<file path="config.mk">
export PLATFORM = sky130hd
export DESIGN_NAME = mcm_dim_store
export DESIGN_NICKNAME = d
export VERILOG_FILES = /design/src/sv/mcm_pkg.sv /design/src/sv/mcm_dim_store.sv
export SDC_FILE = /design/constraint.sdc
export NUM_CORES = 1
export LEC_CHECK = 0
export ABC_AREA = 0
export BUFFER_PORTS_ARGS = -buffer_cell sky130_fd_sc_hd__buf_4
export CAP_MARGIN = 5
export CORE_ASPECT_RATIO = 1.4
export CORE_MARGIN = 2
export CORE_UTILIZATION = 35
export CTS_BUF_LIST = sky130_fd_sc_hd__clkbuf_8
export CTS_CLUSTER_SIZE = 40
export DETAILED_ROUTE_END_ITERATION = 10
export GPL_TIMING_DRIVEN = 0
export HOLD_SLACK_MARGIN = 0.05
export SLEW_MARGIN = 20
export SYNTH_ARGS = -nofsm -noshare
export SYNTH_HDL_FRONTEND = slang
export SYNTH_SLANG_ARGS = --single-unit
</file>
<file path="constraint.sdc">
create_clock -name clk -period 1.8 [get_ports clk]
set_clock_uncertainty 0.05 [all_clocks]
set_input_delay 0.09 -clock clk [delete_from_list [all_inputs] [get_ports clk]]
set_output_delay 0.09 -clock clk [all_outputs]
set_load 0.01 [all_outputs]
</file>
<file path="src/sv/mcm_pkg.sv">
// Shared types, sizes and state encodings for the matrix chain cost block.
// Depends on nothing; every other file of the block imports it.
`default_nettype none

package mcm_pkg;

    // Largest chain the block stores; the index and count widths below are sized from it.
    localparam int MAX_MATRICES = 16;

    localparam int DIM_W   = 12;
    localparam int COST_W  = 40;
    localparam int IDX_W   = $clog2(MAX_MATRICES);
    localparam int CNT_W   = $clog2(MAX_MATRICES + 1);
    localparam int COST_AW = 2 * IDX_W;
    localparam int PAIR_W  = 2 * DIM_W;
    localparam int PROD_W  = 3 * DIM_W;

    localparam logic [COST_W-1:0] COST_MAX = '1;

    typedef struct packed {
        logic [DIM_W-1:0] rows;
        logic [DIM_W-1:0] cols;
        logic             last_matrix;
    } mcm_in_t;

    typedef struct packed {
        logic [COST_W-1:0] min_cost;
        logic              chain_error;
    } mcm_out_t;

    // Control from the sequencer to the shared cost unit.
    typedef struct packed {
        logic load_pi;
        logic load_pij;
        logic issue;
        logic zero_a;
        logic zero_b;
    } mcm_ctrl_t;

    typedef enum logic [2:0] {
        SEQ_IDLE,
        SEQ_PI,
        SEQ_PJ,
        SEQ_MUL,
        SEQ_RUN,
        SEQ_DRAIN
    } seq_state_t;

    typedef enum logic {
        TOP_LOAD,
        TOP_SEARCH
    } top_state_t;

endpackage : mcm_pkg

`default_nettype wire

</file>
<file path="src/sv/mcm_dim_store.sv">
// Dimension list store: p[0] in a register, p[1..N] in a small memory.
// Two registered read ports for the sequencer. Depends on mcm_pkg.
`default_nettype none

module mcm_dim_store (
    input  wire logic                      clk,
    input  wire logic                      wr_en,
    input  wire logic                      wr_first,
    input  wire logic [mcm_pkg::CNT_W-1:0] wr_addr,
    input  wire logic [mcm_pkg::DIM_W-1:0] first_data,
    input  wire logic [mcm_pkg::DIM_W-1:0] wr_data,
    input  wire logic [mcm_pkg::CNT_W-1:0] rd_addr_a,
    input  wire logic [mcm_pkg::CNT_W-1:0] rd_addr_b,
    output logic      [mcm_pkg::DIM_W-1:0] rd_data_a,
    output logic      [mcm_pkg::DIM_W-1:0] rd_data_b
);
    import mcm_pkg::*;

    logic [DIM_W-1:0] mem [MAX_MATRICES+1];
    logic [DIM_W-1:0] p0_reg;

    always_ff @(posedge clk)
    begin
        if (wr_en)
        begin
            mem[wr_addr] <= wr_data;
            if (wr_first)
            begin
                p0_reg <= first_data;
            end
        end
    end

    // Entry zero lives in its own register so the first item can write two entries.
    always_ff @(posedge clk)
    begin
        rd_data_a <= (rd_addr_a == '0) ? p0_reg : mem[rd_addr_a];
        rd_data_b <= (rd_addr_b == '0) ? p0_reg : mem[rd_addr_b];
    end

endmodule : mcm_dim_store

`default_nettype wire

</file>
==> Word-level counts from Yosys, hierarchy flattened <==
Memories as Yosys holds them, arrays and structs flattened.
Index checks and enable logic that the tools add are counted.
Widths: inputs -> output; s select.
{ "classes": {"reduce_logical": 3, "mux": 4} }
{ "ops": {"columns": ["cell", "count"], "rows": [
  ["$mux 12", 2],
  ["$logic_not 5->1", 2],
  ["$mux 1", 2],
  ["$reduce_and 2->1", 1]
]} }
{ "word_totals": {"out_inout_bits": 24, "n_memories": 1, "in_bits": 42, "elab_cells": 11, "mem_bits_rw": 204, "ff_bits": 36} }
{ "memory_table": {"columns": ["memory", "depth", "word_bits", "read_ports", "rd_clocked_by_memory_dff", "write_ports", "line_no", "rtl"], "rows": [
  ["mem", 17, 12, 2, 0, 1, "mcm_dim_store.sv:19", "logic [DIM_W-1:0] mem [MAX_MATRICES+1];"]
]} }

==> Depth between registers and ports, before layout <==
{ "depth": {"depth_word": 2, "depth_mapped": 8, "depth_no_buf": 4} }

==> Least setup slack after synthesis <==
Ideal clock, no wire load.
{ "synth_timing": {"path_kind": "input -> register", "start": "in rd_addr_a[2] in the netlist's numbering", "end": "reg rd_data_a[0] in the netlist's numbering", "path_stages": 6, "n_path_buf": 2, "slack_ns": -0.040, "setup_ns": 0.138, "required_time_ns": 1.612, "arrival_ns": 1.652, "path_cell_list": "buf_2 -> clkbuf_1 -> mux4_2 -> mux2_2 -> a2111oi_1 -> o31ai_1"} }
{ "synth_between": {"elab_chain_len": 2, "elab_cells_between_ends": 3, "cone_classes": "mux (1); reduce/logical (1); memory (1)"} }
{ "synth_rtl": {"columns": ["element", "line_no", "rtl"], "rows": [
  ["start: declaration", "mcm_dim_store.sv:12", "input wire logic [mcm_pkg::CNT_W-1:0] rd_addr_a,"],
  ["$mem_v2 17x12 or $logic_not 5->1 (tied branches)", null, null],
  ["$mux 12 (*)", "mcm_dim_store.sv:37", "rd_data_a <= (rd_addr_a == '0) ? p0_reg : mem[rd_addr_a];"],
  ["end signal: assignment", "mcm_dim_store.sv:37", null],
  ["end: declaration", "mcm_dim_store.sv:14", "output logic [mcm_pkg::DIM_W-1:0] rd_data_a,"]
]} }
Mark *: on every way between the ends. The rest lies on a longest branch, timed or not.
A chain may end at the register's enable or synchronous reset.

==> results.txt <==
routed length per placed instance: 25.9 µm
Die ar.: 32,100 µm²
Crit Path Class: reg -> reg
Synth area leaders: edfxtp_1, mux4_2, mux2_2
Clock Tree Buf Depth: 3
max cap viols: 0
hold_ws: 0.112 ns
largest net degree at the start of global routing: 18
cell area after layout: 13,200 µm²
ys flop type: edfxtp_1
layout overhead on the synthesized area: 23.5%
CP Capture Type: flip-flop
synthesized area: 10,700 µm²
Worst Max-Slew Pin Slew: 1.03 ns
DRT Wirelength: 30.5 mm
Post-Synth Simple-Gate Area: 3.05%
CTS Buf Count: 38
Power, Total: 12.2 mW
Gate power share: 10.0%
sequential share of power: 51.3%
placed cells: 1,071
Int Pwr: 9.33 mW
leakage power: 4.49 nW
xor and xnor area share after synthesis: 0%
most flop-heavy register: mem
Starting Density: 35.7%
Hold Path Cell Cnt: 4
Yosys top cell area share: 60.5%
Hold Path Class: in -> reg
Final ANT Viol Nets: 0
period utilisation layout: 101%
switching part of the total: 23.4%
Post-Synthesis Cells: 614
Place WS: -0.898 ns
worst-case reg-to-reg path depth: 4
post-synth top area cell: edfxtp_1
outcome: finished with violations
adder-cell share of the synthesized area: 0%
Crit Path Max Fanout: 2
largest family of logic cells by synthesized area: multiplexers
max reg flops: 204
Initial DRT Pass Iterations: 5
P per Cell Area: 920 nW/µm²
fillers: 2,683
Net Switching: 2.85 mW
FF+latch area: 6970 µm²
Starting DRT DRC Count: 679
fraction of layout cells with a size suffix above 1: 38.6%
EDFF count, synth: 216
vias: 6,629
GRT Util Overall: 19.0%
setup TNS: -0.287 ns
fin nets: 808
Placed Area: 11,900 µm²
DP Wirelength: 20.6 mm
gpl congestion: 0.858
flops & latches, synth: 240
DIE HEIGHT: 211 µm
TritonCTS clock tree: built
Vias/cell: 5.63
post-layout util: 44.1%
post-synthesis mux area share: 22.2%
Seq/Total Area, Yosys: 65.0%
vias in the first global route: 7,100
Final Max Slew Viols: 0
RSZ-0062 raised after global routing: yes
f_max: 548 MHz
Worst EP required: 2.17 ns
Worst Slack Setup Final: -0.0239 ns
violated checks: negative setup slack
I/O pin count: 66
clock network fraction of design power: 38.7%
first-pass GRT wire length: 44.6 mm
total gr overflow: 0
# rows: 75
Yosys warning count: 0
Arr. time, crit path: 2.19 ns
non-filler instance count after layout: 1,177
critical path startpoint category: flip-flop
Clock H-tree levels: 2
area of the core: 30,000 µm²
relative slew slack: 31.3%
library cells used by synthesis: 34
Clk Latency, worst-skew pair: 0.56 ns
minimum clock period: 1.82 ns
PortBufs: 59
multi-input logic area: 3810 µm²
top-count cell post-synth: edfxtp_1
Avg Cell Area, Syn: 17.5 µm²
FFs w/ async S/R, synth: 0%
initial antenna violation count: 2
setup violation total in the final timing report: 17
Root Driver: clkbuf_8
Post-synth top cells: edfxtp_1, mux2i_1, mux2_2
DRC errors left: 0
Final Hold Fails: 0
Worst-path clk slew: 0.06 ns
Sink Count: 240
Worst VDD drop: 0.000357 V
syn_nets: 656
die width: 152 µm
compound-cell area share of the yosys netlist: 7.64%
==> worst max-delay path, stage by stage (launching register included) <==
cell	delay (ns)
edfxtp_1	0.38
mux4_2	0.47
mux2_2	0.33
a2111oi_4	0.35
o31ai_1	0.12
==> metal layers <==
metal,vias up,track usage (%),routed length [µm]
li1,2881,-,-
met1,3310,22.3,11500
met2,350,33.8,15600
met3,86,3.98,2260
met4,2,8.35,1130
met5,-,0,13
==> cell usage in the layout, fill, tap and decap left out, types with 3 or more instances in the layout <==
cell type and instances:
a2111oi_4 11, a21oi_1 12, a222oi_1 12, buf_2 12, buf_4 71, buf_6 8, buf_8 4, bufinv_16 3
clkbuf_1 19, clkbuf_2 6, clkbuf_8 42, clkinv_1 7, clkinv_2 6, dfxtp_1 24, dlygate4sd3_1 33, edfxtp_1 216
inv_1 8, mux2_1 6, mux2_2 44, mux2_4 10, mux2i_1 57, mux2i_2 3, mux4_2 48, nand2_1 16
nor2_2 9, nor2_4 3, nor2b_1 14, nor3_2 3, nor3_4 3, o2111ai_1 12, o221a_2 12, o22ai_1 24
o31ai_1 10
==> power by group through the flow <==
| stage | sequential [mW] | clock, mW | combinational (mW) |
|---|---|---|---|
| global route | 6.26 | 5.03 | 1.28 |
| CTS | 6.25 | 4.81 | 1.20 |
| detailed placement | 6.36 | 0 | 1.06 |
| finish | 6.25 | 4.72 | 1.21 |
| global placement | 6.36 | 0 | 1.04 |
| floorplan | 6.38 | 0 | 0.569 |
==> logic make-up after synthesis <==
kind of cell / Yosys count
buffers and inverters: 46
multiplexers: 168
flip-flops: 240
AND/OR/NAND/NOR: 64
AO/OA/AOI/OAI: 96
==> cell type report <==
| cell class | instances | area share, % |
|---|---|---|
| sequential | 240 | 52.6 |
| timing repair buffer | 112 | 7.37 |
| clock inverter | 23 | 1.33 |
| antenna | 1 | 0.0189 |
| multi-input combinational | 328 | 28.8 |
| tap | 385 | 3.64 |
| buffer | 44 | 1.77 |
| inverter | 2 | 0.0567 |
| clock buffer | 42 | 4.37 |
==> path summary, 6_finish.rpt <==
kind | start | to | slack (ns)
max | mem[15][6]$_DFFE_PP_ | rd_data_a[6]$_DFF_P_ | -0.02
min | rd_addr_a[1] | rd_data_a[11]$_DFF_P_ | 0.11
max reg2reg | mem[15][6]$_DFFE_PP_ | rd_data_a[6]$_DFF_P_ | -0.02
min reg2reg | p0_reg[0]$_DFFE_PP_ | rd_data_a[0]$_DFF_P_ | 0.44
==> timing repair <==
action                                  CTS  global route
pin swaps                                22             0
resized for setup                        37            15
endpoints found under the hold margin   250             0
hold buffers                             33             0
buffers inserted                          7             0
cloned                                    0             0
endpoints found under the setup margin   24            79
No activity file was read; power rests on OpenSTA's default activity.
