**src/sv/mcm_pkg.sv**
```systemverilog
// Shared types, sizes and state encodings for the matrix chain cost block.
// Depends on nothing; every other file of the block imports it.
`default_nettype none

package mcm_pkg;

    // Largest chain the block stores; the index and count widths below are sized from it.
    localparam int MAX_MATRICES = 16;

    localparam int DIM_W   = 12;
    localparam int COST_W  = 40;
    localparam int IDX_W   = $clog2(MAX_MATRICES);
    localparam int CNT_W   = $clog2(MAX_MATRICES + 1);
    localparam int COST_AW = 2 * IDX_W;
    localparam int PAIR_W  = 2 * DIM_W;
    localparam int PROD_W  = 3 * DIM_W;

    localparam logic [COST_W-1:0] COST_MAX = '1;

    typedef struct packed {
        logic [DIM_W-1:0] rows;
        logic [DIM_W-1:0] cols;
        logic             last_matrix;
    } mcm_in_t;

    typedef struct packed {
        logic [COST_W-1:0] min_cost;
        logic              chain_error;
    } mcm_out_t;

    // Control from the sequencer to the shared cost unit.
    typedef struct packed {
        logic load_pi;
        logic load_pij;
        logic issue;
        logic zero_a;
        logic zero_b;
    } mcm_ctrl_t;

    typedef enum logic [2:0] {
        SEQ_IDLE,
        SEQ_PI,
        SEQ_PJ,
        SEQ_MUL,
        SEQ_RUN,
        SEQ_DRAIN
    } seq_state_t;

    typedef enum logic {
        TOP_LOAD,
        TOP_SEARCH
    } top_state_t;

endpackage : mcm_pkg

`default_nettype wire

```
**src/sv/mcm_cost_unit.sv**
```systemverilog
// Shared cost unit: one multiplier, two saturating adders and the running
// minimum, pipelined so one split can enter per cycle. Depends on mcm_pkg.
`default_nettype none

module mcm_cost_unit (
    input  wire logic                       clk,
    input  wire logic                       rst_n,
    input  wire mcm_pkg::mcm_ctrl_t         ctrl,
    input  wire logic [mcm_pkg::DIM_W-1:0]  dim_a,
    input  wire logic [mcm_pkg::DIM_W-1:0]  dim_b,
    input  wire logic [mcm_pkg::COST_W-1:0] cost_a,
    input  wire logic [mcm_pkg::COST_W-1:0] cost_b,
    output logic                            busy,
    output logic      [mcm_pkg::COST_W-1:0] best
);
    import mcm_pkg::*;

    function automatic logic [COST_W-1:0] sat_add(input logic [COST_W-1:0] a,
                                                  input logic [COST_W-1:0] b);
        logic [COST_W:0] s;
        s = {1'b0, a} + {1'b0, b};
        return s[COST_W] ? COST_MAX : s[COST_W-1:0];
    endfunction

    logic [DIM_W-1:0]  pi_reg;
    logic [PAIR_W-1:0] pij_reg;
    logic              v1_reg;
    logic              za1_reg;
    logic              zb1_reg;
    logic              v2_reg;
    logic [COST_W-1:0] sum2_reg;
    logic [PROD_W-1:0] prod2_reg;
    logic [COST_W-1:0] best_reg;

    logic [PAIR_W-1:0] mul_a;
    logic [DIM_W-1:0]  mul_b;
    logic [PROD_W-1:0] mul_p;
    logic [COST_W-1:0] term_a;
    logic [COST_W-1:0] term_b;
    logic [COST_W-1:0] q;

    // The one multiplier forms p[i]*p[j+1] once per interval, then that pair
    // times p[k+1] for every split.
    always_comb
    begin
        mul_a  = ctrl.load_pij ? PAIR_W'(pi_reg) : pij_reg;
        mul_b  = ctrl.load_pij ? dim_b : dim_a;
        mul_p  = mul_a * mul_b;
        term_a = za1_reg ? '0 : cost_a;
        term_b = zb1_reg ? '0 : cost_b;
        q      = sat_add(sum2_reg, COST_W'(prod2_reg));
    end

    always_ff @(posedge clk or negedge rst_n)
    begin
        if (!rst_n)
        begin
            v1_reg <= 1'b0;
            v2_reg <= 1'b0;
        end
        else
        begin
            v1_reg <= ctrl.issue;
            v2_reg <= v1_reg;
        end
    end

    always_ff @(posedge clk)
    begin
        if (ctrl.load_pi)
        begin
            pi_reg <= dim_b;
        end
        if (ctrl.load_pij)
        begin
            pij_reg <= mul_p[PAIR_W-1:0];
        end
        za1_reg   <= ctrl.zero_a;
        zb1_reg   <= ctrl.zero_b;
        sum2_reg  <= sat_add(term_a, term_b);
        prod2_reg <= mul_p;
        if (ctrl.load_pij)
        begin
            best_reg <= COST_MAX;
        end
        else if (v2_reg && (q < best_reg))
        begin
            best_reg <= q;
        end
    end

    assign busy = v1_reg | v2_reg;
    assign best = best_reg;

    // A new interval must never start while splits of the previous one remain.
    a_no_overlap: assert property (@(posedge clk) disable iff (!rst_n)
        ctrl.load_pij |-> !busy)
        else $error("interval started with splits still in the pipeline");

endmodule : mcm_cost_unit

`default_nettype wire

```
**config.mk**
```make
export PLATFORM = sky130hd
export DESIGN_NAME = mcm_cost_unit
export DESIGN_NICKNAME = d
export VERILOG_FILES = /design/src/sv/mcm_pkg.sv /design/src/sv/mcm_cost_unit.sv
export SDC_FILE = /design/constraint.sdc
export NUM_CORES = 1
export LEC_CHECK = 0
export ABC_AREA = 0
export BUFFER_PORTS_ARGS = -buffer_cell sky130_fd_sc_hd__buf_2
export CORE_AREA = 4 4 269 192
export DETAILED_ROUTE_END_ITERATION = 7
export DIE_AREA = 0 0 273 196
export GPL_TIMING_DRIVEN = 0
export PLACE_DENSITY = 0.68
export SYNTH_ARGS = -nofsm -noshare
export SYNTH_HDL_FRONTEND = slang
export SYNTH_SLANG_ARGS = --single-unit
```
**constraint.sdc**
```tcl
create_clock -name clk -period 7.7 [get_ports clk]
set_clock_uncertainty 0.2 [all_clocks]
set_input_delay 1.54 -clock clk [delete_from_list [all_inputs] [get_ports clk]]
set_output_delay 1.54 -clock clk [all_outputs]
set_load 0.1 [all_outputs]
```
# After elaboration in Yosys (flattened, before gate mapping)
# Index checks and enable logic that the tools add are counted.
[word_totals]
regBits = 156
latch_bits = 0
ramBits = 0
rom_bits = 0
input_bits = 111
out_inout_bits = 41
wordCells = 20
mem_count = 0
[op_classes]
n_addsub = 2
mul = 1
div_mod_pow = 0
order_cmp = 1
n_eq_ne = 0
shifts = 0
mux = 5
n_bitwise = 1
n_reduce_logical = 1
[op_table]
columns = ["operator", "n"]
rows = [
  ["2-to-1 mux 40 bit", 3],
  ["adder 40 x 36 -> 41 bit", 1],
  ["adder 40 x 40 -> 41 bit", 1],
  ["< comparator 40 bit", 1],
  ["multiplier 24 x 12 -> 36 bit", 1],
  ["2-to-1 mux 24 bit", 1],
  ["2-to-1 mux 12 bit", 1],
  ["logical AND 1 bit", 1],
  ["bitwise OR 1 bit", 1],
]

# Logic depth before layout (Yosys ltp)
[depth]
word_depth = 4
ltp_mapped = 25
mapped_depth_nobuf = 22

# Least setup slack after synthesis
# No wires, ideal clock.
[synth_path]
path_type = "input to register"
startpoint = "input ctrl[3] (netlist bit)"
endpoint = "register prod2_reg[34]"
setup_time_ns = 0.123
arrival_time_ns = 7.951
path_slack_ns = -0.574
cell_stages = 23
path_buffers = 4
cell_sequence = "clkbuf_1 buf_1 buf_1 mux2i_1 nor2_1 fa_1 fa_1 fa_1 fa_1 inv_1 fa_1 inv_1 ha_1 clkbuf_1 and3_1 nor2b_1 a32o_1 a31o_2 a211o_1 a2111o_1 a31oi_1 o21bai_1 xor2_1"
[synth_via]
elab_chain_cells = 2
[synth_lines]
columns = ["element", "line_no", "source"]
rows = [
  ["start, declared", "mcm_cost_unit.sv:8", "input wire mcm_pkg::mcm_ctrl_t ctrl,"],
  ["2-to-1 mux 24 bit / 2-to-1 mux 12 bit (equally long branches)", "mcm_cost_unit.sv:46, mcm_cost_unit.sv:47", ""],
  ["multiplier 24 x 12 -> 36 bit (*)", "mcm_cost_unit.sv:48", "mul_p = mul_a * mul_b;"],
  ["net mul_p[34]", "mcm_cost_unit.sv:37", "logic [PROD_W-1:0] mul_p;"],
  ["end signal, assigned", "mcm_cost_unit.sv:81", "prod2_reg <= mul_p;"],
  ["end, declared", "mcm_cost_unit.sv:32", "logic [PROD_W-1:0] prod2_reg;"],
]
# Mark *: on every way through the listed nets, which the timed path passes. The rest lies on a longest branch.
# A chain may end at the register's enable or synchronous reset.

# Worst setup path after layout
# Same ends and word-level chain as after synthesis.

==> flow_summary.ini <==
[clock_tree]
cts_sinks = 156
cts_root_buf = clkbuf_16
cts_buffer_depth = 2
htreeDepth = 4
insertion_delay_ns = 0.44
cts_tree = done
cts_buffers = 17
clk_pin_slew_ns = 0.07
cts_hold_buf = 0

[detailed_routing]
first_pass_iters = 5
met1Wirelength_mm = 28.1
vias_per_cell = 5.38
drt-initial-drc-count = 1557
ant_nets = 0
met3_length_mm = 4.52
route.met2.wl_mm = 25.1
vias = 17000
drc_errors = 0
drt_wl_total_mm = 58.6
top_layer_used = met4
routedWlPerCell_um = 18.6

[logic_synthesis]
synth-seq-area-share = 0.179
synth-seq-cells = 156
synthDistinctLibCells = 68
syn_nets = 2826
synth_edf_count = 36
synthCells = 2304
synth_area_um2 = 19500
avgSynthCellArea_um2 = 8.46
yosys_warnings = 0
synthArstFlopShare = 0.0128
synth_ff_type = dfxtp_1

[timing]
fin_crit_ns = 7.56
fin_ws_ns = 0.142
max_clock_freq_ghz = 0.132
report.final.setup_viol = 0
hold_viol = 0
worstMarginPinSlew_ns = 0.637
max_slew_margin = 0.564
slew_viol_final = 0
period_share = 0.982

[layout]
drive_above_1_share = 0.120
final_common_cell = nand2_1
final_cells = 3157
fin_area_um2 = 22200
fillerInstances = 4764
final_nets = 3001
layout_common_cells = nand2_1, inv_1, fa_1
antenna_cells = 0
final_core_util = 0.453
area_growth_pct = 13.7

[place]
port_buffers = 151
dp_hpwl_mm = 49.1
place_congestion = 0.952
dpl_worst_slack_ns = -1.53
dpl_cell_area_um2 = 21100
dp.cells = 3120

[setup_path]
setup.worst_path.start = ctrl[3]
path_class = in2reg
arrival_ns = 7.68
critPathLaunchType = primary input
timing.rr.start = pij_reg[12]
cp_max_fo = 14
endpoint_kind = flop
cp.required_ns = 7.82

[global_route]
grt_remaining_overflow = 0
grtUsageTotal = 0.216
grt_start_max_net_pins = 27
antenna_found_initial = 0
grt_pass1_wl_mm = 91.9
grt_pass1_vias = 16900

[worst_hold_path]
min-delay-start = v1_reg
hp-class = reg2reg

[floorplan]
die_area_um2 = 53500
core_area_um2 = 48900
die_w_um = 273
die_h_um = 196
initial_core_util = 0.398
row_count = 68
ios = 152

[outcome]
outcome = complete, no violations

[job]
maxCapViolations = 0
[per-layer routing]
metal / GRT usage / up-vias
li1: - / 7929
met1: 0.326 / 8329
met2: 0.324 / 672
met3: 0.0364 / 59
met4: 0.0502 / 0
met5: 0 / -
[timing repair]
item	4_1_cts	5_1_grt
buffers inserted	3	5
gates resized for setup	68	35
endpoints found under the setup margin	31	9
pin swaps	1	7
gates cloned	0	2
[final timing paths]
path,slack [ns],to,cells after the start
worst max-delay path,0.14,prod2_reg[34],25
worst min-delay path,0.17,v2_reg,0
worst max register to register,1.25,prod2_reg[34],21
worst min register to register,0.17,v2_reg,0
max in group asynchronous,6.53,v1_reg,1
min in group asynchronous,0.67,v2_reg,1
[cell families (layout without fill, tap and decap cells)]
| family | count (synthesis) | count (layout) | share of synthesized area |
|---|---|---|---|
| flops | 156 | 156 | 0.179 |
| mux | 42 | 42 | 0.0234 |
| fa+ha+maj | 411 | 411 | 0.349 |
| simple gates | 783 | 783 | 0.187 |
| buf+inv | 410 | 598 | 0.0801 |
| xor+xnor | 87 | 87 | 0.0391 |
| compound gates | 415 | 415 | 0.142 |
[layout make-up]
| cell class | count | area (µm²) | area share |
|---|---|---|---|
| multi-input combinational | 1738 | 14700 | 0.663 |
| clock buffer | 17 | 425 | 0.0192 |
| tap | 665 | 832 | 0.0375 |
| sequential | 156 | 3490 | 0.158 |
| inverter | 321 | 1200 | 0.0543 |
| buffer | 84 | 507 | 0.0229 |
| clock inverter | 15 | 131 | 0.00592 |
| timing repair buffer | 161 | 887 | 0.0400 |
[stage by stage]
step / setup TNS (ns) / hold slack (ns)
5_1_grt: -0.00197 / 0.181
2_1_floorplan: 0 / 0.146
3_3_place_gp: -27.14 / 0.156
3_5_place_dp: -30.78 / 0.161
6_report: 0 / 0.170
4_1_cts: 0 / 0.174
[critical path, cell delays in order]
cell	delay (ns)
buf_16	0.13
clkbuf_16	0.17
buf_12	0.15
buf_12	0.15
mux2_4	0.32
buf_4	0.18
nand2_1	0.08
fa_1	0.44
fa_1	0.53
inv_1	0.05
fa_1	0.48
fa_1	0.55
inv_1	0.06
fa_1	0.56
inv_1	0.07
ha_4	0.26
a21oi_1	0.15
o21ai_0	0.13
a32o_1	0.23
a31o_2	0.25
a211o_1	0.36
a2111o_1	0.43
a31oi_1	0.18
o21bai_1	0.09
xor2_1	0.14
[synth_stat cells, drive strengths merged, types with 5 or more instances]
library cell,instances,area (µm²)
nor2b,107,669
xor2,44,385
nand3,29,145
o21bai,14,105
nor3,49,245
mux2,25,285
mux2i,17,170
a211o,6,52.6
nand4,17,106
dfxtp,118,2360
nand2,341,1280
ha,189,2360
a211oi,16,120
o221ai,5,43.8
o21ai,73,365
a21boi,6,45.0
a2111oi,7,111
nor2,127,477
or2,6,37.5
inv,321,1200
a41oi,13,114
and2,49,307
a21oi,126,634
o31ai,5,37.5
and3,20,125
edfxtp,36,1080
a21o,67,503
o21a,11,82.6
nand2b,20,125
fa,222,4440
xnor2,43,377
clkbuf,70,263
a31oi,17,106
o211ai,14,105
buf,19,93.8
or3,7,43.8
Power is not shown: default switching activity piles up to over one toggle a cycle in this logic, so the estimate is an artifact.
