`config.mk`:
```
export PLATFORM = sky130hd
export DESIGN_NAME = mcm_seq
export DESIGN_NICKNAME = d
export VERILOG_FILES = /design/src/sv/mcm_pkg.sv /design/src/sv/mcm_seq.sv
export SDC_FILE = /design/constraint.sdc
export NUM_CORES = 1
export LEC_CHECK = 0
export BUFFER_PORTS_ARGS = -buffer_cell sky130_fd_sc_hd__clkbuf_2
export CELL_PAD_IN_SITES_DETAIL_PLACEMENT = 1
export CELL_PAD_IN_SITES_GLOBAL_PLACEMENT = 1
export CORE_ASPECT_RATIO = 0.9
export CORE_UTILIZATION = 30
export DETAILED_ROUTE_END_ITERATION = 10
export PLACE_DENSITY = 0.63
export SYNTH_ARGS = -nofsm -noshare
export SYNTH_HDL_FRONTEND = slang
export SYNTH_SLANG_ARGS = --single-unit
export TNS_END_PERCENT = 20
```
`constraint.sdc`:
```
create_clock -name clk -period 4.5 [get_ports clk]
set_input_delay 0.45 -clock clk [delete_from_list [all_inputs] [get_ports clk]]
set_output_delay 0.45 -clock clk [all_outputs]
set_load 0.01 [all_outputs]
```
`src/sv/mcm_pkg.sv`:
```
// Shared types, sizes and state encodings for the matrix chain cost block.
// Depends on nothing; every other file of the block imports it.
`default_nettype none

package mcm_pkg;

    // Largest chain the block stores; the index and count widths below are sized from it.
    localparam int MAX_MATRICES = 16;

    localparam int DIM_W   = 12;
    localparam int COST_W  = 40;
    localparam int IDX_W   = $clog2(MAX_MATRICES);
    localparam int CNT_W   = $clog2(MAX_MATRICES + 1);
    localparam int COST_AW = 2 * IDX_W;
    localparam int PAIR_W  = 2 * DIM_W;
    localparam int PROD_W  = 3 * DIM_W;

    localparam logic [COST_W-1:0] COST_MAX = '1;

    typedef struct packed {
        logic [DIM_W-1:0] rows;
        logic [DIM_W-1:0] cols;
        logic             last_matrix;
    } mcm_in_t;

    typedef struct packed {
        logic [COST_W-1:0] min_cost;
        logic              chain_error;
    } mcm_out_t;

    // Control from the sequencer to the shared cost unit.
    typedef struct packed {
        logic load_pi;
        logic load_pij;
        logic issue;
        logic zero_a;
        logic zero_b;
    } mcm_ctrl_t;

    typedef enum logic [2:0] {
        SEQ_IDLE,
        SEQ_PI,
        SEQ_PJ,
        SEQ_MUL,
        SEQ_RUN,
        SEQ_DRAIN
    } seq_state_t;

    typedef enum logic {
        TOP_LOAD,
        TOP_SEARCH
    } top_state_t;

endpackage : mcm_pkg

`default_nettype wire

```
`src/sv/mcm_seq.sv`:
```
// Sequencer of the interval search: walks length, start and split, drives
// the store addresses and the cost unit. Depends on mcm_pkg.
`default_nettype none

module mcm_seq (
    input  wire logic                        clk,
    input  wire logic                        rst_n,
    input  wire logic                        start,
    input  wire logic [mcm_pkg::CNT_W-1:0]   n,
    input  wire logic                        unit_busy,
    output mcm_pkg::mcm_ctrl_t               ctrl,
    output logic      [mcm_pkg::CNT_W-1:0]   dim_addr_a,
    output logic      [mcm_pkg::CNT_W-1:0]   dim_addr_b,
    output logic      [mcm_pkg::COST_AW-1:0] cost_raddr_a,
    output logic      [mcm_pkg::COST_AW-1:0] cost_raddr_b,
    output logic                             cost_we,
    output logic      [mcm_pkg::COST_AW-1:0] cost_waddr,
    output logic                             done
);
    import mcm_pkg::*;

    seq_state_t       state_reg, state_next;
    logic [CNT_W-1:0] n_reg, n_next;
    logic [CNT_W-1:0] len_reg, len_next;
    logic [IDX_W-1:0] i_reg, i_next;
    logic [IDX_W-1:0] k_reg, k_next;

    logic [CNT_W-1:0] j_plus;
    logic [IDX_W-1:0] j_idx;
    logic [IDX_W-1:0] k1_idx;

    always_ff @(posedge clk or negedge rst_n)
    begin
        if (!rst_n)
        begin
            state_reg <= SEQ_IDLE;
            n_reg     <= '0;
            len_reg   <= '0;
            i_reg     <= '0;
            k_reg     <= '0;
        end
        else
        begin
            state_reg <= state_next;
            n_reg     <= n_next;
            len_reg   <= len_next;
            i_reg     <= i_next;
            k_reg     <= k_next;
        end
    end

    always_comb
    begin
        j_plus = CNT_W'(i_reg) + len_reg;
        j_idx  = IDX_W'(j_plus - CNT_W'(1));
        k1_idx = IDX_W'(CNT_W'(k_reg) + CNT_W'(1));

        state_next   = state_reg;
        n_next       = n_reg;
        len_next     = len_reg;
        i_next       = i_reg;
        k_next       = k_reg;
        ctrl         = '0;
        dim_addr_a   = CNT_W'(k1_idx);
        dim_addr_b   = '0;
        cost_raddr_a = {i_reg, k_reg};
        cost_raddr_b = {k1_idx, j_idx};
        cost_we      = 1'b0;
        cost_waddr   = {i_reg, j_idx};
        done         = 1'b0;

        case (state_reg)
            SEQ_IDLE:
            begin
                if (start)
                begin
                    n_next     = n;
                    len_next   = CNT_W'(2);
                    i_next     = '0;
                    state_next = SEQ_PI;
                end
            end
            SEQ_PI:
            begin
                dim_addr_b = CNT_W'(i_reg);
                state_next = SEQ_PJ;
            end
            SEQ_PJ:
            begin
                ctrl.load_pi = 1'b1;
                dim_addr_b   = j_plus;
                state_next   = SEQ_MUL;
            end
            SEQ_MUL:
            begin
                ctrl.load_pij = 1'b1;
                k_next        = i_reg;
                state_next    = SEQ_RUN;
            end
            SEQ_RUN:
            begin
                // Diagonal entries are zero and never stored, so flag them.
                ctrl.issue  = 1'b1;
                ctrl.zero_a = (k_reg == i_reg);
                ctrl.zero_b = (k1_idx == j_idx);
                k_next      = k1_idx;
                if (k1_idx == j_idx)
                begin
                    state_next = SEQ_DRAIN;
                end
            end
            SEQ_DRAIN:
            begin
                if (!unit_busy)
                begin
                    cost_we = 1'b1;
                    if (j_plus == n_reg)
                    begin
                        if (len_reg == n_reg)
                        begin
                            done       = 1'b1;
                            state_next = SEQ_IDLE;
                        end
                        else
                        begin
                            len_next   = len_reg + CNT_W'(1);
                            i_next     = '0;
                            state_next = SEQ_PI;
                        end
                    end
                    else
                    begin
                        i_next     = i_reg + IDX_W'(1);
                        state_next = SEQ_PI;
                    end
                end
            end
            default:
            begin
                state_next = SEQ_IDLE;
            end
        endcase
    end

endmodule : mcm_seq

`default_nettype wire

```
======== After elaboration in Yosys (flattened, before gate mapping) ========
Index checks and enable logic that the tools add are counted.
storage, ports and cells
  register bits after elaboration ......... 21
  bits of input ports ..................... 9
  output and inout bits ................... 41
cells by class
  add/subtract/negate cells ............... 5
  equal/unequal tests ..................... 15
  multiplexer cells ....................... 27
  reduce and logical (&&, ||, !) cells .... 7
operators with widths
  cell                 number
  $mux 5               4
  $pmux 5 s2           2
  $pmux 3 s6           1
  $mux 4               4
  $pmux 4 s2           2
  $mux 3               5
  $eq 5x5->1           2
  $ne 2x2->1 const B   5
  $mux 1               9
  $add 4x1->4 const B  2
  $eq 4x4->1           2
  $eq 3x2->1 const B   2
  $eq 3x3->1 const B   2
  $add 4x5->5          1
  $add 5x1->5 const B  1
  $reduce_and 5->1     1
  $reduce_and 4->1     1
  $reduce_bool 2->1    2
  $sub 4x1->4 const B  1
  $eq 3x1->1 const B   1
  $logic_not 3->1      1
  $ne 3x3->1 const B   1
  $reduce_and 3->1     1
  $reduce_and 2->1     1

======== Depth between registers and ports, before layout ========
  depth in word-level cells ............... 5
  gate-level depth with buffers ........... 10
  gate-level depth less buffers ........... 9

======== Worst setup path before layout ========
No wires, ideal clock.
  kind .................................... register -> output
  start point ............................. register i_reg[0]
  end point ............................... output done
  arrival ................................. 2.499 ns
  required time ........................... 4.050 ns
  setup slack ............................. 1.551 ns
  stages on the path, launching flop included .. 10
  path through ............................ dfrtp_1 ha_1 inv_1 fa_1 nand2b_1 a21oi_1 xor2_1 nand4b_4 buf_2 nor4_1
on the way
  word-level cells in the longest chain between the ends .. 5
ends and longest elaborated chain
  item                    line            text
  from (decl)             mcm_seq.sv:25   logic [IDX_W-1:0] i_reg, i_next;
  from (signal assigned)  mcm_seq.sv:47   i_reg <= i_next;
  $add 4x5->5             mcm_seq.sv:54   j_plus = CNT_W'(i_reg) + len_reg;
  $eq 5x5->1              mcm_seq.sv:117  if (j_plus == n_reg)
  $mux 1                  mcm_seq.sv:117
  $mux 1                  mcm_seq.sv:114  if (!unit_busy)
  $mux 1                  mcm_seq.sv:72   case (state_reg)
  to (decl)               mcm_seq.sv:18   output logic done
No other way between the ends.

======== Worst setup path after layout ========
Ends and elaborated chain as after synthesis.

==> flow_metrics.tcl <==
set metrics [dict create \
    status "finished clean" \
    gp_congestion 0.784 \
    fmax_mhz 297 \
    power.density_nw_per_um2 511 \
    cts.sinks 21 \
    worstReg2RegStart "i_reg[0]$_DFFE_PN0P_" \
    cap_violations 0 \
    utilization 0.361 \
    yosysTopAreaCell "dfrtp_1" \
    row_count 25 \
    p_leak_uw 0.00103 \
    synth_top_flop_cell "dfrtp_1" \
    max_stage_delay_ns 0.57 \
    cp-startpoint "i_reg[0]$_DFFE_PN0P_" \
    htreeDepth 1 \
    crit_type "flop to primary output" \
    async_reset_ff_frac 1.00 \
    grt-ovfl-total 0 \
    finalCritPeriodShare 0.748 \
    crit_chain "ha_1 -> inv_1 -> fa_1 -> nand2b_1 -> a21oi_1 -> xor2_1 -> nand4b_4 -> nor4_1 -> clkbuf_2" \
    root_buffer "clkbuf_8" \
    synth_top_cells_by_count "21 x dfrtp_1, 19 x nor2_1, 15 x xor2_1" \
    antenna_found_initial 0 \
    cts_max_path_buffers 2 \
    fillers 657 \
    drive_gt1_frac 0.284 \
    setup_violations 0 \
    fin_hold_ws_ns 0.169 \
    ir_worst_vdd_uv 217 \
    core_area_um2 5380 \
    synth.distinct_cells 47 \
    clkLatencyLatePin_ns 0.26 \
    grt_setup_unrepaired "false" \
    setup_tns_ns 0 \
    place_ws_ns 1.37 \
    synth_edf_count 0 \
    path_buf_inv 2 \
    slew_violations 0 \
    drt_first_pass_iters 4 \
    syn_area_um2 1720 \
    ys_ff_latch 21 \
    fp.dieW_um 81.8 \
    crit_slowest_cell "dfrtp_1" \
    viasPerCell 5.04 \
    start_util 0.319 \
    finClkSkew_ns 0.00221 \
    finalWorstSetupSlack_ns 1.14 \
    rrSetupSlack_ns 1.59 \
    hold_buffers 0 \
    num_vias 1435 \
    post_drt_wl_per_cell_um 15.7 \
    tightest_slew_ns 0.595 \
    cp-endpoint "done" \
    synth_area_per_cell_um2 9.29 \
    start_kind "flop" \
    end_kind "primary output" \
    worstPathMaxFanout 14 \
    ios 50 \
    grt_pass1_vias 1443 \
    r2r_end "len_reg[1]$_DFFE_PN0P_" \
    syn_to_final_growth_pct 13.1 \
    path_clk_slew_ns 0.08 \
    grt_pass1_wl_mm 7.23 \
    min_path_type "input port to async pin" \
    syn_nets 203 \
    fin_crit_ns 3.36 \
    drc 0 \
    max_slew_margin 0.602 \
    wl_mm 4.46 \
    numCtsBuffers 3 \
    cts_resized 0 \
    ys_seq_area_frac 0.306 \
    path_depth 9 \
    portBuffers 48 \
    yosys.area.top_type_share 0.306 \
    final_antenna_net_count 0 \
    cpLargestDelayFamily "simple AND/OR/NAND/NOR gates" \
    ff2ff_path_depth 9 \
    diodes 0 \
    syn_inst 185 \
    cts_setup_buffers 0 \
    cts_tree "done" \
    worstPathRequired_ns 4.05 \
    track_usage 0.160 \
    yosysMostFrequentCell "dfrtp_1" \
    hold_viol 0 \
    hpwl_mm 3.46 \
    yosys_warnings 0 \
    num-nets-final 237 \
    drt_iter0_drc 72 \
    ys_top_cells_by_area "dfrtp_1 31%, xor2_1 7.6%, ha_1 5.8%" \
    grt_max_degree 22 \
    arrival_ns 2.91 \
    die_y_um 73.8 \
    dieArea_um2 6030 \
]
## per-layer routing
metal / part of all wire / track usage / wire [µm]
met4: 0.012 / 0.0468 / 55
met1: 0.46 / 0.203 / 2060
met5: 0 / 0 / 0
met2: 0.49 / 0.272 / 2170
met3: 0.039 / 0.0323 / 172
## worst min-delay path by stage
| stage | endpoint | slack, ns | from | cells past startpoint |
|---|---|---|---|---|
| 6_report | len_reg[1]$_DFFE_PN0P_ | 0.17 | rst_n | 1 |
| 5_1_grt | len_reg[1]$_DFFE_PN0P_ | 0.21 | rst_n | 1 |
| 4_1_cts | n_reg[4]$_DFFE_PN0P_ | 0.19 | rst_n | 1 |
| 3_5_place_dp | n_reg[4]$_DFFE_PN0P_ | 0.48 | rst_n | 1 |
| 3_3_place_gp | len_reg[4]$_DFFE_PN0P_ | 0.47 | rst_n | 1 |
| 2_1_floorplan | i_reg[0]$_DFFE_PN0P_ | 0.15 | rst_n | 0 |
## cells by family after synthesis
kind of cell / share of synthesized area
XOR/XNOR: 0.143
buffers and inverters: 0.110
other: 0.00218
flip-flops: 0.306
AO/OA/AOI/OAI: 0.117
multiplexers: 0.0503
adder cells (fa/ha/maj): 0.0699
AND/OR/NAND/NOR: 0.202
## where the power goes
group | total, µW | leakage [µW] | internal (µW) | switching (µW)
clock network | 128 | 0.0000228 | 63.2 | 65.2
logic | 531 | 0.000739 | 236 | 295
registers | 333 | 0.000270 | 242 | 90.8
## placed cells by master, fill, tap and decap left out, drive strengths merged, types with 2 or more instances in the layout
master,instances
a21oi,5
or3,2
o211ai,2
nor3,4
nor2,21
xnor2,8
or4,2
nor4,2
xnor3,2
a22oi,6
and2,2
a32o,2
clkbuf,52
mux2i,3
ha,8
nand2,13
inv,12
nand2b,3
dfrtp,21
xor2,15
nand3,8
o21ai,3
mux2,5
## final cells by class
type | count | area, µm² | area share
Tap cell | 67 | 83.8 | 0.0431
Sequential cell | 21 | 526 | 0.270
Timing Repair Buffer | 48 | 240 | 0.124
Multi-Input combinational cell | 133 | 1000 | 0.516
Inverter | 12 | 45.0 | 0.0232
Clock buffer | 4 | 45.0 | 0.0232
## through the flow
step	cell area (µm²)	std cells	power, µW
floorplan	1720	185	749
global placement	1900	281	867
detailed placement	1900	281	878
CTS	1940	285	1010
global route	1940	285	1080
finish	1940	285	993
## worst reg2reg max path: stages (launching register included)
cell,delay (ns)
dfrtp_1,0.57
ha_1,0.24
inv_1,0.06
fa_1,0.39
nand2b_1,0.17
a21oi_1,0.23
xor2_1,0.26
nand4b_4,0.24
or3_1,0.45
o22a_1,0.19
Note: power is estimated with default switching activity, not from simulation.
